`src/sv/mcsr_pkg.sv`:
```
// Package for the machine-mode CSR file: beat types, CSR numbers,
// write masks, status codes and the misa reset value.
// No dependencies.
package mcsr_pkg;

	localparam int XLEN = 64;

	// access kinds
	localparam logic OP_READ  = 1'b0;
	localparam logic OP_WRITE = 1'b1;

	// result status codes
	localparam logic [1:0] STATUS_OK       = 2'd0;
	localparam logic [1:0] STATUS_UNDEF    = 2'd1;
	localparam logic [1:0] STATUS_READONLY = 2'd2;

	// CSR numbers
	localparam logic [11:0] CSR_MSTATUS   = 12'h300;
	localparam logic [11:0] CSR_MISA      = 12'h301;
	localparam logic [11:0] CSR_MIE       = 12'h304;
	localparam logic [11:0] CSR_MTVEC     = 12'h305;
	localparam logic [11:0] CSR_MSCRATCH  = 12'h340;
	localparam logic [11:0] CSR_MEPC      = 12'h341;
	localparam logic [11:0] CSR_MCAUSE    = 12'h342;
	localparam logic [11:0] CSR_MTVAL     = 12'h343;
	localparam logic [11:0] CSR_MIP       = 12'h344;
	localparam logic [11:0] CSR_MVENDORID = 12'hF11;
	localparam logic [11:0] CSR_MARCHID   = 12'hF12;
	localparam logic [11:0] CSR_MIMPID    = 12'hF13;
	localparam logic [11:0] CSR_MHARTID   = 12'hF14;

	// legalization masks and fixed values
	localparam logic [12:0]     MSTATUS_MASK   = 13'h1888;
	localparam logic [XLEN-1:0] MSTATUS_UXL    = 64'h0000_0002_0000_0000;
	localparam logic [11:0]     MIX_MASK       = 12'h999;
	localparam logic [XLEN-1:0] ALIGN4_MASK    = 64'hffff_ffff_ffff_fffc;
	localparam logic [XLEN-1:0] MTVEC_VEC_MASK = 64'hffff_ffff_ffff_ff01;
	localparam logic [XLEN-1:0] MCAUSE_MASK    = 64'h8000_0000_0000_000f;
	localparam logic [XLEN-1:0] MIMPID_VALUE   = 64'h2018_0200_0000_0000;
	localparam logic [XLEN-1:0] MISA_RESET     = 64'h8000_0000_0010_0100;

	typedef struct packed {
		logic            operation;
		logic [11:0]     csr_address;
		logic [XLEN-1:0] write_data;
	} csr_req_t;

	typedef struct packed {
		logic [XLEN-1:0] read_data;
		logic [1:0]      status;
	} csr_rsp_t;

endpackage

```
`src/sv/machine_csr_file.sv`:
```
// Top level of the machine-mode CSR file: request register, decode and
// legalize logic, CSR storage and the result register.
// Depends on mcsr_pkg.
//
//  channel | direction | handshake           | beat
//  --------+-----------+---------------------+------------------------------
//  in      | input     | in_valid / in_stall | csr_req_t: op, address, data
//  out     | output    | out_valid/out_stall | csr_rsp_t: read data, status
//  cfg     | input     | cfg_valid/cfg_ready | 64-bit misa value
//
// One access per cycle is sustained while out does not stall. A beat is taken into the
// request register, then decode and legalize load the result register, from which the
// result leaves. The CSR write lands in the same edge that loads the result, so
// back-to-back accesses see each other in order.
// Reset clears valids and CSRs; misa returns to its RV64IU encoding.
// A stall on out holds the result register; the request register then
// fills and in_stall rises until the result is taken.
module machine_csr_file (
	input  logic               clk,
	input  logic               arst_n,
	input  logic               in_valid,
	output logic               in_stall,
	input  mcsr_pkg::csr_req_t in_data,
	output logic               out_valid,
	input  logic               out_stall,
	output mcsr_pkg::csr_rsp_t out_data,
	input  logic               cfg_valid,
	output logic               cfg_ready,
	input  logic [63:0]        cfg_data
);
	import mcsr_pkg::*;

	// request stage
	logic     valid_s1;
	csr_req_t req_s1;

	// result stage
	logic     valid_s2;
	csr_rsp_t rsp_s2;

	// handshake control
	logic in_take;
	logic load_s2;
	logic advance;

	// CSR storage
	logic [XLEN-1:0] misa_q;
	logic [12:0]     mstatus_q;
	logic [11:0]     mie_q;
	logic [11:0]     mip_q;
	logic [XLEN-1:0] mtvec_q;
	logic [XLEN-1:0] mscratch_q;
	logic [XLEN-1:0] mepc_q;
	logic [XLEN-1:0] mcause_q;
	logic [XLEN-1:0] mtval_q;

	// decode results
	logic            is_write;
	logic [XLEN-1:0] wdata;
	logic [XLEN-1:0] rdata;
	logic [1:0]      status;
	logic [12:0]     mstatus_new;
	logic [11:0]     mix_new;
	logic [XLEN-1:0] mtvec_new;
	logic [XLEN-1:0] mepc_new;
	logic [XLEN-1:0] mcause_new;
	logic            we_mstatus;
	logic            we_mie;
	logic            we_mip;
	logic            we_mtvec;
	logic            we_mscratch;
	logic            we_mepc;
	logic            we_mcause;
	logic            we_mtval;

	// The result register loads when empty or when its beat leaves this cycle.
	assign load_s2   = !valid_s2 || !out_stall;
	assign advance   = valid_s1 && load_s2;
	assign in_stall  = valid_s1 && !load_s2;
	assign in_take   = in_valid && !in_stall;
	assign cfg_ready = 1'b1;

	assign out_valid = valid_s2;
	assign out_data  = rsp_s2;

	// Request register: take a new beat when empty or when the held one moves on.
	always_ff @(posedge clk or negedge arst_n) begin
		if (!arst_n) begin
			valid_s1 <= 1'b0;
		end else if (in_take) begin
			valid_s1 <= 1'b1;
		end else if (advance) begin
			valid_s1 <= 1'b0;
		end
	end

	always_ff @(posedge clk) begin
		if (in_take) begin
			req_s1 <= in_data;
		end
	end

	// Legalized write values, one per register kind.
	assign is_write    = (req_s1.operation == OP_WRITE);
	assign wdata       = req_s1.write_data;
	assign mstatus_new = wdata[12:0] & MSTATUS_MASK;
	assign mix_new     = wdata[11:0] & MIX_MASK;
	assign mtvec_new   = wdata[0] ? (wdata & MTVEC_VEC_MASK) : (wdata & ALIGN4_MASK);
	assign mepc_new    = wdata & ALIGN4_MASK;
	assign mcause_new  = wdata & MCAUSE_MASK;

	// Address decode: pick the read value and status; a write returns
	// the value it leaves stored.
	always_comb begin
		rdata       = '0;
		status      = STATUS_OK;
		we_mstatus  = 1'b0;
		we_mie      = 1'b0;
		we_mip      = 1'b0;
		we_mtvec    = 1'b0;
		we_mscratch = 1'b0;
		we_mepc     = 1'b0;
		we_mcause   = 1'b0;
		we_mtval    = 1'b0;
		case (req_s1.csr_address)
			CSR_MSTATUS: begin
				we_mstatus = is_write;
				rdata = {51'b0, (is_write ? mstatus_new : mstatus_q)} | MSTATUS_UXL;
			end
			CSR_MISA: begin
				rdata = misa_q;
			end
			CSR_MIE: begin
				we_mie = is_write;
				rdata  = {52'b0, (is_write ? mix_new : mie_q)};
			end
			CSR_MTVEC: begin
				we_mtvec = is_write;
				rdata    = is_write ? mtvec_new : mtvec_q;
			end
			CSR_MSCRATCH: begin
				we_mscratch = is_write;
				rdata       = is_write ? wdata : mscratch_q;
			end
			CSR_MEPC: begin
				we_mepc = is_write;
				rdata   = is_write ? mepc_new : mepc_q;
			end
			CSR_MCAUSE: begin
				we_mcause = is_write;
				rdata     = is_write ? mcause_new : mcause_q;
			end
			CSR_MTVAL: begin
				we_mtval = is_write;
				rdata    = is_write ? wdata : mtval_q;
			end
			CSR_MIP: begin
				we_mip = is_write;
				rdata  = {52'b0, (is_write ? mix_new : mip_q)};
			end
			CSR_MVENDORID, CSR_MARCHID, CSR_MHARTID: begin
				rdata  = '0;
				status = is_write ? STATUS_READONLY : STATUS_OK;
			end
			CSR_MIMPID: begin
				rdata  = MIMPID_VALUE;
				status = is_write ? STATUS_READONLY : STATUS_OK;
			end
			default: begin
				rdata  = '0;
				status = STATUS_UNDEF;
			end
		endcase
	end

	// Result register: hold while stalled, drop the valid once taken.
	always_ff @(posedge clk or negedge arst_n) begin
		if (!arst_n) begin
			valid_s2 <= 1'b0;
		end else if (load_s2) begin
			valid_s2 <= valid_s1;
		end
	end

	always_ff @(posedge clk) begin
		if (advance) begin
			rsp_s2.read_data <= rdata;
			rsp_s2.status    <= status;
		end
	end

	// misa is written only over the configuration channel.
	always_ff @(posedge clk or negedge arst_n) begin
		if (!arst_n) begin
			misa_q <= MISA_RESET;
		end else if (cfg_valid && cfg_ready) begin
			misa_q <= cfg_data;
		end
	end

	// CSR storage: commit writes as the beat advances into the result register.
	always_ff @(posedge clk or negedge arst_n) begin
		if (!arst_n) begin
			mstatus_q  <= '0;
			mie_q      <= '0;
			mip_q      <= '0;
			mtvec_q    <= '0;
			mscratch_q <= '0;
			mepc_q     <= '0;
			mcause_q   <= '0;
			mtval_q    <= '0;
		end else if (advance) begin
			if (we_mstatus)  mstatus_q  <= mstatus_new;
			if (we_mie)      mie_q      <= mix_new;
			if (we_mip)      mip_q      <= mix_new;
			if (we_mtvec)    mtvec_q    <= mtvec_new;
			if (we_mscratch) mscratch_q <= wdata;
			if (we_mepc)     mepc_q     <= mepc_new;
			if (we_mcause)   mcause_q   <= mcause_new;
			if (we_mtval)    mtval_q    <= wdata;
		end
	end

`ifndef ASSERT_OFF
	// A stall on in only arises from a full request register.
	a_stall_needs_s1: assert property (@(posedge clk) disable iff (!arst_n)
		in_stall |-> valid_s1)
		else $error("in_stall raised with empty request register");

	// Stored mstatus and mcause never hold bits outside their masks.
	a_mstatus_legal: assert property (@(posedge clk) disable iff (!arst_n)
		(mstatus_q & ~MSTATUS_MASK) == 13'd0)
		else $error("mstatus holds illegal bits");

	a_mcause_legal: assert property (@(posedge clk) disable iff (!arst_n)
		(mcause_q & ~MCAUSE_MASK) == '0)
		else $error("mcause holds illegal bits");

	// A read-only result only comes from an ID register constant.
	a_readonly_value: assert property (@(posedge clk) disable iff (!arst_n)
		(out_valid && out_data.status == STATUS_READONLY) |->
		(out_data.read_data == '0 || out_data.read_data == MIMPID_VALUE))
		else $error("read-only status with non-ID value");

	// A CSR write commits only while a beat moves into the result register; mepc is checked.
	a_write_with_advance: assert property (@(posedge clk) disable iff (!arst_n)
		!$stable(mepc_q) |-> $past(advance))
		else $error("mepc changed without an advancing beat");
`endif

endmodule
```
`config.mk`:
```
export PLATFORM = sky130hd
export DESIGN_NAME = machine_csr_file
export DESIGN_NICKNAME = d
export VERILOG_FILES = /design/src/sv/mcsr_pkg.sv /design/src/sv/machine_csr_file.sv
export SDC_FILE = /design/constraint.sdc
export NUM_CORES = 1
export LEC_CHECK = 0
export ABC_CLOCK_PERIOD_IN_PS = 3900
export BUFFER_PORTS_ARGS = -buffer_cell sky130_fd_sc_hd__buf_2
export CAP_MARGIN = 20
export CORE_UTILIZATION = 40
export DETAILED_ROUTE_END_ITERATION = 10
export GPL_ROUTABILITY_DRIVEN = 1
export SYNTH_ARGS = -nofsm -noshare
export SYNTH_HDL_FRONTEND = slang
export SYNTH_SLANG_ARGS = --single-unit
```
`constraint.sdc`:
```
create_clock -name clk -period 3.9 [get_ports clk]
set_clock_uncertainty 0.15 [all_clocks]
set_input_delay 0.78 -clock clk [delete_from_list [all_inputs] [get_ports clk]]
set_output_delay 0.78 -clock clk [all_outputs]
set_load 0.01 [all_outputs]
```
==> results of run 1 <==
-- per-stage QoR --
stage               worst slack [ns]  instance area (um^2)  hold WS [ns]  power, uW  cells
floorplan                      0.618                 20600         0.306       5860   1454
global placement               0.954                 22500         0.318       6220   2281
detailed placement             0.887                 22500         0.330       6230   2281
CTS                            0.880                 24300         0.109      11300   2379
global route                   0.715                 24300         0.132      11500   2379
finish                         0.865                 24300        0.0943      11100   2379
-- synth_stat cells, types with 4 or more instances --
cell        n  area share
a21oi_1    20      0.0049
a221o_1    44       0.021
a222oi_1   14      0.0068
a22oi_1    56       0.020
a31oi_1     5      0.0015
and2_1      5      0.0015
and3_1      7      0.0021
buf_1       8      0.0015
buf_2      23      0.0056
buf_4      17      0.0062
clkbuf_1   52      0.0095
dfrtp_1   337        0.41
edfxtp_1  143        0.21
inv_1       6      0.0011
mux2_1      5      0.0027
mux2_2    335        0.18
mux2i_1    52       0.025
nand2_1    92       0.017
nand2b_1    9      0.0027
nand3_1    12      0.0029
nor2_1     53      0.0097
nor2b_1     4      0.0012
nor3_1      7      0.0017
nor4_1      4      0.0012
nor4_4      4      0.0041
o211ai_1   13      0.0047
o21ai_0    69       0.017
o21ai_1     6      0.0015
-- final cells by class --
type | count | area [um^2]
Clock buffer | 71 | 1510
Clock inverter | 27 | 243
Fill cell | 4496 | 26200
Inverter | 7 | 26.3
Multi-Input combinational cell | 863 | 7330
Sequential cell | 483 | 12800
Tap cell | 672 | 841
Timing Repair Buffer | 256 | 1530
-- path summary, 6_finish.rpt --
| kind | from | endpoint | cells after the start |
|---|---|---|---|
| min | arst_n | misa_q[30] | 1 |
| min reg2reg | mtvec_q[2] | mtvec_q[2] | 2 |
| max in group asynchronous | arst_n | misa_q[63] | 2 |
| min in group clk | in_data[31] | wdata[31] | 1 |
| max reg2reg | req_s1[68] | out_data[14] | 7 |
| max | req_s1[68] | out_data[14] | 7 |
-- layout by cell type (no fill, tap or decap), types with 14 or more instances in the layout --
| cell type | n |
|---|---|
| clkbuf_16 | 55 |
| a22oi_1 | 56 |
| o21ai_0 | 69 |
| nor2_1 | 52 |
| a221o_1 | 44 |
| dfrtp_1 | 337 |
| a21oi_1 | 20 |
| mux2_2 | 335 |
| mux2i_1 | 52 |
| edfxtp_1 | 143 |
| buf_4 | 34 |
| a222oi_1 | 14 |
| nand2_1 | 91 |
| buf_2 | 211 |
-- flip-flops by register name, summed over array words and instances, names as in the netlist --
name / flops
out_valid: 1
is_write: 1
mscratch_q: 64
out_data: 66
mstatus_q: 4
mcause_q: 5
req_s1: 12
mip_q: 6
mepc_q: 62
mtvec_q: 63
valid_s1: 1
wdata: 64
mie_q: 6
misa_q: 64
mtval_q: 64
-- logic make-up after synthesis --
logic type,share of synthesized area
AOI/OAI and AO/OA,0.0873
buffers and inverters,0.0246
DFF,0.622
muxes,0.211
other,0.000182
and+or+nand+nor,0.0546
-- power by group --
part	leakage, uW	internal (uW)	switching [uW]
Clock	0.000866	2970	2020
Sequential	0.00600	5410	142
Combinational	0.00413	213	357
-- layer usage --
layer  global-route usage  vias to the layer above
met5                    0                        -
met4               0.0725                        2
met3               0.0293                       93
met2                0.325                      367
met1                0.284                     6737
li1                     -                     5905
-- worst reg2reg max path, cell delays in order (launching register included) --
cell	delay (ns)
edfxtp_1	0.40
or3_1	0.67
nor4_4	0.50
buf_4	0.60
nand2_1	0.12
and3_1	0.19
o21ai_0	0.16
a21o_1	0.14
==> out/qor.csv, run 1 <==
metric,value,unit
status,completed,
path_max_fanout,44,
drt_wl_total,52.7,mm
portBuffers,213,
setup_viol,0,
gp_congestion,0.850,
drive_gt1_frac,0.407,
worstMarginPinSlew,1.07,ns
hold_buffers,0,
rows,82,
path_cells,or3_1 > nor4_4 > buf_4 > nand2_1 > and3_1 > o21ai_0 > a21o_1,
required,4.21,ns
cts.sinks,483,
async_flop_share,0.704,
ys_seq_area_frac,0.622,
utilization,0.481,
wl_met2,24.4,mm
fmax,330,MHz
final_net_count,1809,
maxCapViolations,0,
grt_remaining_overflow,0,
syn-cell-area,20600,um^2
dr.pass1.iters,5,
crit_family,simple AND/OR/NAND/NOR gates,
num_vias,13100,
finalMaxSlewViolations,0,
post_cts_resized,0,
cts_tree,done,
area_delta_synth_final,17.9,%
initial_core_util,0.408,
top_layer,met5,
holdCritPathClass,in -> async,
clockBufferDepth,3,
path_class,reg -> reg,
period_share,0.778,
post-route-drc-count,0,
cp.arrival,3.35,ns
end_kind,flip-flop,
tns,0,ns
postRouteAntennaNets,0,
grt_max_degree,101,
n_antenna_cell,0,
slowest_stage,or3_1,
die_h,229,um
grt_pass1_vias,13900,
synth_top_flop_cell,dfrtp_1,
io_pins,215,
p_per_area,458,nW/um^2
cts-root-buf,clkbuf_16,
hold_violations,0,
met3WireLength,2.54,mm
ys.warnings.count,0,
syn_area_per_cell,14.2,um^2
leakagePower,0.0110,uW
worstSetupStartpointType,flip-flop,
die_area,52400,um^2
critical_path_buf_inv_count,1,
grt_pass1_wl,82.4,mm
rsz0062_at_grt,no,
die_width,229,um
cp_slowest_stage_delay,0.67,ns
met1_length,24.2,mm
core_region_area,50500,um^2
synthCells,1454,
wl_per_cell,22.2,um
relSlewSlack,0.285,
worst_skew_pair.late_latency,0.59,ns
h-tree-depth,2,
antenna_found_initial,1,
synth-seq-cells,483,
syn_nets,1600,
fin_crit,3.03,ns
cts_buffers,52,
peakVddDrop,0.000312,V
clkTransAtPathRegs,0.06,ns
post_cts.repair.setup_buffers,0,
synth_edf_count,143,
drt-initial-drc-count,711,
track_usage,0.204,
avgViaCountPerCell,5.51,
dp.final_hpwl,32.5,mm
synth.distinct_cells,64,
r2r_slack,0.87,ns
(Power assumes the default switching activity.)
==> run 2: changes to the inputs <==
--- a/config.mk
+++ b/config.mk
@@ -5,7 +5,8 @@
 export SDC_FILE = /design/constraint.sdc
 export NUM_CORES = 1
 export LEC_CHECK = 0
-export ABC_CLOCK_PERIOD_IN_PS = 3900
+export ABC_AREA = 1
+export ABC_CLOCK_PERIOD_IN_PS = 2900
 export BUFFER_PORTS_ARGS = -buffer_cell sky130_fd_sc_hd__buf_2
 export CAP_MARGIN = 20
 export CORE_UTILIZATION = 40
==> constraint.sdc (replaced) <==
create_clock -name clk -period 2.9 [get_ports clk]
set_clock_uncertainty 0.15 [all_clocks]
set_input_delay 0.58 -clock clk [delete_from_list [all_inputs] [get_ports clk]]
set_output_delay 0.58 -clock clk [all_outputs]
set_load 0.01 [all_outputs]
==> run 2 against run 1 <==
Clock-buffer cell count shrank 8. Register-to-register slack lost 0.47 ns. Hold slack got worse by 0.067 ns. Global-route usage up 1.7 points. Via count increased by 33%. Combinational power rose by 100%. Power up 39%. Die area is 5.6% higher. Clock power up 36%. Critical path type unchanged. Largest cell class unchanged.
==> out/qor.csv, run 2 <==
metric,value,unit
synth.distinct_cells,34,
yosysMostFrequentCell,nand2_1,
synth_top_flop_cell,dfrtp_1,
portBuffers,213,
final_cell_mix,"769 x nand2_1, 337 x dfrtp_1, 265 x o21ai_1",
final_common_cell,nand2_1,
fin_crit,2.50,ns
dr.pass1.iters,8,
synthCells,2439,
relSlewSlack,0.592,
antenna_found_initial,0,
slowest_stage,nand3_4,
worstSetupStartpointType,flip-flop,
syn_area_per_cell,8.92,um^2
initial_core_util,0.404,
cp.arrival,2.83,ns
track_usage,0.221,
path_max_fanout,25,
dp.final_hpwl,37.7,mm
wl_per_cell,17.8,um
synth_common_cells,"770 x nand2_1, 337 x dfrtp_1, 265 x o21ai_1",
required,3.23,ns
end_kind,flip-flop,
async_flop_share,0.704,
fillers,5095,
synth_top_area_frac,0.388,
die_area,55300,um^2
die_h,235,um
grt_pass1_wl,96.4,mm
path_class,reg -> reg,
postRouteAntennaNets,0,
core_region_area,53800,um^2
ys.warnings.count,0,
grt_remaining_overflow,0,
hold_buffers,52,
hold_violations,0,
fin_ws,0.396,ns
largest_reg_flops,66,
grt_pass1_vias,17400,
post-route-drc-count,0,
io_pins,215,
clockBufferDepth,3,
status,completed,
ys_top_cells_by_area,"dfrtp_1 39%, edfxtp_1 20%, nand2_1 13%",
drive_gt1_frac,0.159,
ys_seq_area_frac,0.589,
h-tree-depth,2,
die_width,235,um
cts_buffers,53,
fmax,399,MHz
avgViaCountPerCell,5.12,
peakVddDrop,0.000387,V
setup_viol,0,
cts.sinks,483,
gp_congestion,0.870,
tns,0,ns
n_antenna_cell,0,
num_vias,17500,
path_cells,nor2_1 > nand2_1 > inv_1 > nand3_4 > buf_4 > a21oi_1 > nor3_1 > nand2_1,
period_share,0.863,
finalMaxSlewViolations,0,
rows,85,
syn_nets,2585,
worst_skew_pair.late_latency,0.61,ns
utilization,0.481,
syn-cell-area,21700,um^2
cts_tree,done,
final_net_count,2820,
synth_area_leader_cell,dfrtp_1,
holdCritPathClass,in -> reg,
post_cts.repair.setup_buffers,0,
dp_slack,0.461,ns
clkTransAtPathRegs,0.06,ns
area_delta_synth_final,19.1,%
worstMarginPinSlew,0.613,ns
cts-root-buf,clkbuf_16,
drt-initial-drc-count,1427,
synth-seq-cells,483,
rsz0062_at_grt,no,
leakagePower,0.0121,uW
maxCapViolations,0,
cp_slowest_stage_delay,0.46,ns
crit_top_cell,nand2_1,
post_cts_resized,0,
drt_wl_total,60.8,mm
p_per_area,594,nW/um^2
grt_max_degree,98,
synth_edf_count,143,
[run 2: cell types whose count changed after synthesis, sizes merged, moves of 86 or more]
cell   change
a21oi    +169
inv      +201
mux2     -286
nand2    +685
nor2      +86
o21ai    +312
[run 2: cells by family (layout without fill, tap and decap cells)]
family,count (synthesis),after routing,synth area share
AO/OA/AOI/OAI,577,577,0.133
multiplexers,54,54,0.0280
AND/OR/NAND/NOR,984,984,0.180
flip-flops,483,483,0.589
buffers and inverters,340,620,0.0699
other,1,1,0.000172
[run 2: area by class of cell]
class	count	area (um^2)	area share
repair buffers	311	2220	0.0857
multi-input cells	1616	7460	0.288
clock inverters	37	333	0.0128
flip-flops and latches	483	12800	0.494
inverters	209	802	0.0310
well taps	696	871	0.0336
clock buffers	63	1420	0.0547
[run 2: power by group]
| group | leakage, uW | internal (uW) | switching [uW] |
|---|---|---|---|
| clock | 0.000863 | 4010 | 2780 |
| combinational | 0.00522 | 391 | 758 |
| sequential | 0.00600 | 7320 | 143 |
[run 2: worst paths after layout]
check                      slack [ns]           end  cells past startpoint         from
max                              0.40  out_data[60]                      8   req_s1[66]
min in group asynchronous        0.41      valid_s1                      2       arst_n
max in group asynchronous        1.31   mtval_q[16]                      3       arst_n
max reg2reg                      0.40  out_data[60]                      8   req_s1[66]
min                              0.03    req_s1[68]                      1  in_data[68]
min reg2reg                      0.33     out_valid                      2     valid_s1
[run 2: through the flow]
stage | hold WS, ns | cells | power [uW] | area [um^2]
5_1_grt | 0.00837 | 3415 | 16000 | 25900
4_1_cts | 0.00132 | 3415 | 15600 | 25900
2_1_floorplan | 0.134 | 2439 | 8120 | 21800
3_5_place_dp | 0.323 | 3263 | 8690 | 23600
3_3_place_gp | 0.310 | 3263 | 8670 | 23600
6_report | 0.0270 | 3415 | 15400 | 25900
[run 2: layer usage]
layer	vias to the layer above	part of all wire	GRT usage
met5	-	0	0
met4	0	0.026	0.0758
met3	126	0.052	0.0295
met2	528	0.47	0.361
met1	8388	0.45	0.302
li1	8438	-	-
[run 2: worst max-delay path: cells and delay by family (launching register included)]
kind / cells / cell delay [ns]
AOI/OAI and AO/OA: 1 / 0.15
buffers and inverters: 2 / 0.70
DFF: 1 / 0.41
and+or+nand+nor: 5 / 0.96
==> run 3: changes to the inputs <==
--- a/config.mk
+++ b/config.mk
@@ -9,9 +9,12 @@
 export ABC_CLOCK_PERIOD_IN_PS = 2900
 export BUFFER_PORTS_ARGS = -buffer_cell sky130_fd_sc_hd__buf_2
 export CAP_MARGIN = 20
+export CELL_PAD_IN_SITES_DETAIL_PLACEMENT = 0
+export CELL_PAD_IN_SITES_GLOBAL_PLACEMENT = 1
 export CORE_UTILIZATION = 40
 export DETAILED_ROUTE_END_ITERATION = 10
 export GPL_ROUTABILITY_DRIVEN = 1
+export PLACE_DENSITY_LB_ADDON = 0.1
 export SYNTH_ARGS = -nofsm -noshare
 export SYNTH_HDL_FRONTEND = slang
 export SYNTH_SLANG_ARGS = --single-unit
==> run 3 against run 2 <==
Maximum frequency rose by 2.9%. Utilization rose by 0.53 points. Non-clock buffer count rose by 26. Clock power fell by 0.7%. Worst setup slack improved by 0.069 ns. Clock-buffer cell count rose by 32. Sequential power barely moved. Final cell count rose by 0.85%. Wire length rose by 3.5%. Hold slack improved by 0.0031 ns. Sequential share of layout area fell by 0.54 points. Register-to-register slack improved by 0.07 ns. Critical endpoint is now out_data[49].
==> out/qor.csv, run 3 (synthesis results as in run 2) <==
metric,value,unit
status,completed,
clkTransAtPathRegs,0.06,ns
io_pins,215,
worstSetupStartpointType,flip-flop,
p_per_area,588,nW/um^2
portBuffers,213,
pwr-share-clk,0.438,
path_class,reg -> reg,
h-tree-depth,2,
grt_max_degree,106,
drt-initial-drc-count,1279,
post_cts.repair.setup_buffers,0,
cts_buffers,54,
critical_path_buf_inv_count,2,
r2r_slack,0.47,ns
worst_r2r_path_depth,8,
avgViaCountPerCell,5.01,
initial_core_util,0.404,
wl_per_cell,18.3,um
grt_remaining_overflow,0,
grt_pass1_vias,17100,
clockBufferDepth,3,
power_frac_comb,0.078,
die_area,55300,um^2
hold_violations,0,
hold_depth,1,
num_vias,17300,
required,3.21,ns
pwr-share-seq,0.484,
worstHoldStart,in_data[32],
drive_gt1_frac,0.158,
core_region_area,53800,um^2
track_usage,0.229,
postRouteAntennaNets,0,
holdCritPathClass,in -> reg,
holdPathEnd,wdata[32],
maxCapViolations,0,
die_h,235,um
worstReg2RegStart,req_s1[75],
slowest_stage,nand2_2,
p_sw_frac,0.240,
cp_slowest_stage_delay,0.45,ns
leakagePower,0.0122,uW
final_net_count,2847,
post_cts_resized,0,
area_delta_synth_final,20.4,%
end_kind,flip-flop,
p_sw,3690,uW
fmax,411,MHz
rsz0062_at_grt,no,
period_share,0.839,
largest_reg_flops,66,
crit_family,simple AND/OR/NAND/NOR gates,
fin_crit,2.43,ns
path_cells,nor2_1 > nand3_2 > nor2_1 > nand2_2 > buf_4 > o21ai_0 > inv_1 > nand2_1,
post-route-drc-count,0,
cts_tree,done,
dp.final_hpwl,39.1,mm
final_cell_mix,"768 x nand2_1, 337 x dfrtp_1, 265 x o21ai_1",
setup_viol,0,
cts-root-buf,clkbuf_16,
antenna_found_initial,1,
p_int,11700,uW
worst_skew_pair.late_latency,0.61,ns
dr.pass1.iters,5,
r2r-end,out_data[49],
utilization,0.487,
finalMaxSlewViolations,0,
cp.arrival,2.74,ns
crit_top_cell,nor2_1,
tns,0,ns
path_max_fanout,18,
grt_pass1_wl,98.4,mm
worstMarginPinSlew,0.839,ns
peakVddDrop,0.000470,V
rows,85,
die_width,235,um
relSlewSlack,0.441,
hold_buffers,67,
gp_congestion,0.822,
final_common_cell,nand2_1,
drt_wl_total,62.9,mm
cts.sinks,483,
run 3: cell count changes in the layout (fill, tap and decap cells not counted), moves of 3 or more:
cell	change
clkinv_1	-8
buf_4	+7
buf_12	+4
dlygate4sd3_1	+15
clkinv_2	-15
clkinvlp_4	-3
clkbuf_8	+9
bufinv_16	-5
clkbuf_1	+21
run 3: power by group through the flow:
stage	registers, uW	logic (uW)	clock network, uW
after floorplan	7580	536	0
after global placement	7580	1140	0
after detailed placement	7580	1150	0
after CTS	7460	1220	6940
after global routing	7480	1330	7180
final	7450	1200	6740
run 3: routing by layer:
metal,GRT usage,up-vias,wire (um)
li1,-,8494,-
met5,0,-,0
met4,0.0778,0,1880
met2,0.366,459,28800
met3,0.0306,109,3180
met1,0.321,8208,29100
run 3: metrics by stage:
step | total power (uW) | setup slack (ns) | hold WS [ns] | cells | cell area, um^2
2_1_floorplan | 8120 | 0.195 | 0.134 | 2439 | 21800
3_3_place_gp | 8720 | 0.492 | 0.311 | 3274 | 23800
3_5_place_dp | 8730 | 0.504 | 0.313 | 3274 | 23800
4_1_cts | 15600 | 0.490 | 0.000713 | 3443 | 26200
5_1_grt | 16000 | 0.290 | 0.0138 | 3443 | 26200
6_report | 15400 | 0.466 | 0.0301 | 3444 | 26200
run 3: how the worst max path moves through the flow:
| stage | start | endpoint | slack, ns | depth (start not counted) |
|---|---|---|---|---|
| detailed placement | out_stall | mtval_q[41] | 0.50 | 7 |
| global placement | req_s1[66] | out_data[46] | 0.49 | 8 |
| finish | req_s1[75] | out_data[49] | 0.47 | 8 |
| CTS | req_s1[75] | out_data[49] | 0.49 | 8 |
| floorplan | out_stall | is_write | 0.19 | 5 |
| global route | req_s1[66] | out_data[46] | 0.29 | 8 |
run 3: final cells by class:
| class | count | area [um^2] |
|---|---|---|
| repair buffers | 337 | 2500 |
| inverters | 209 | 803 |
| flip-flops and latches | 483 | 12800 |
| diodes | 1 | 2.50 |
| multi-input cells | 1616 | 7480 |
| clock buffers | 95 | 1670 |
| fillers | 5168 | 27600 |
| well taps | 696 | 871 |
| clock inverters | 7 | 62.6 |
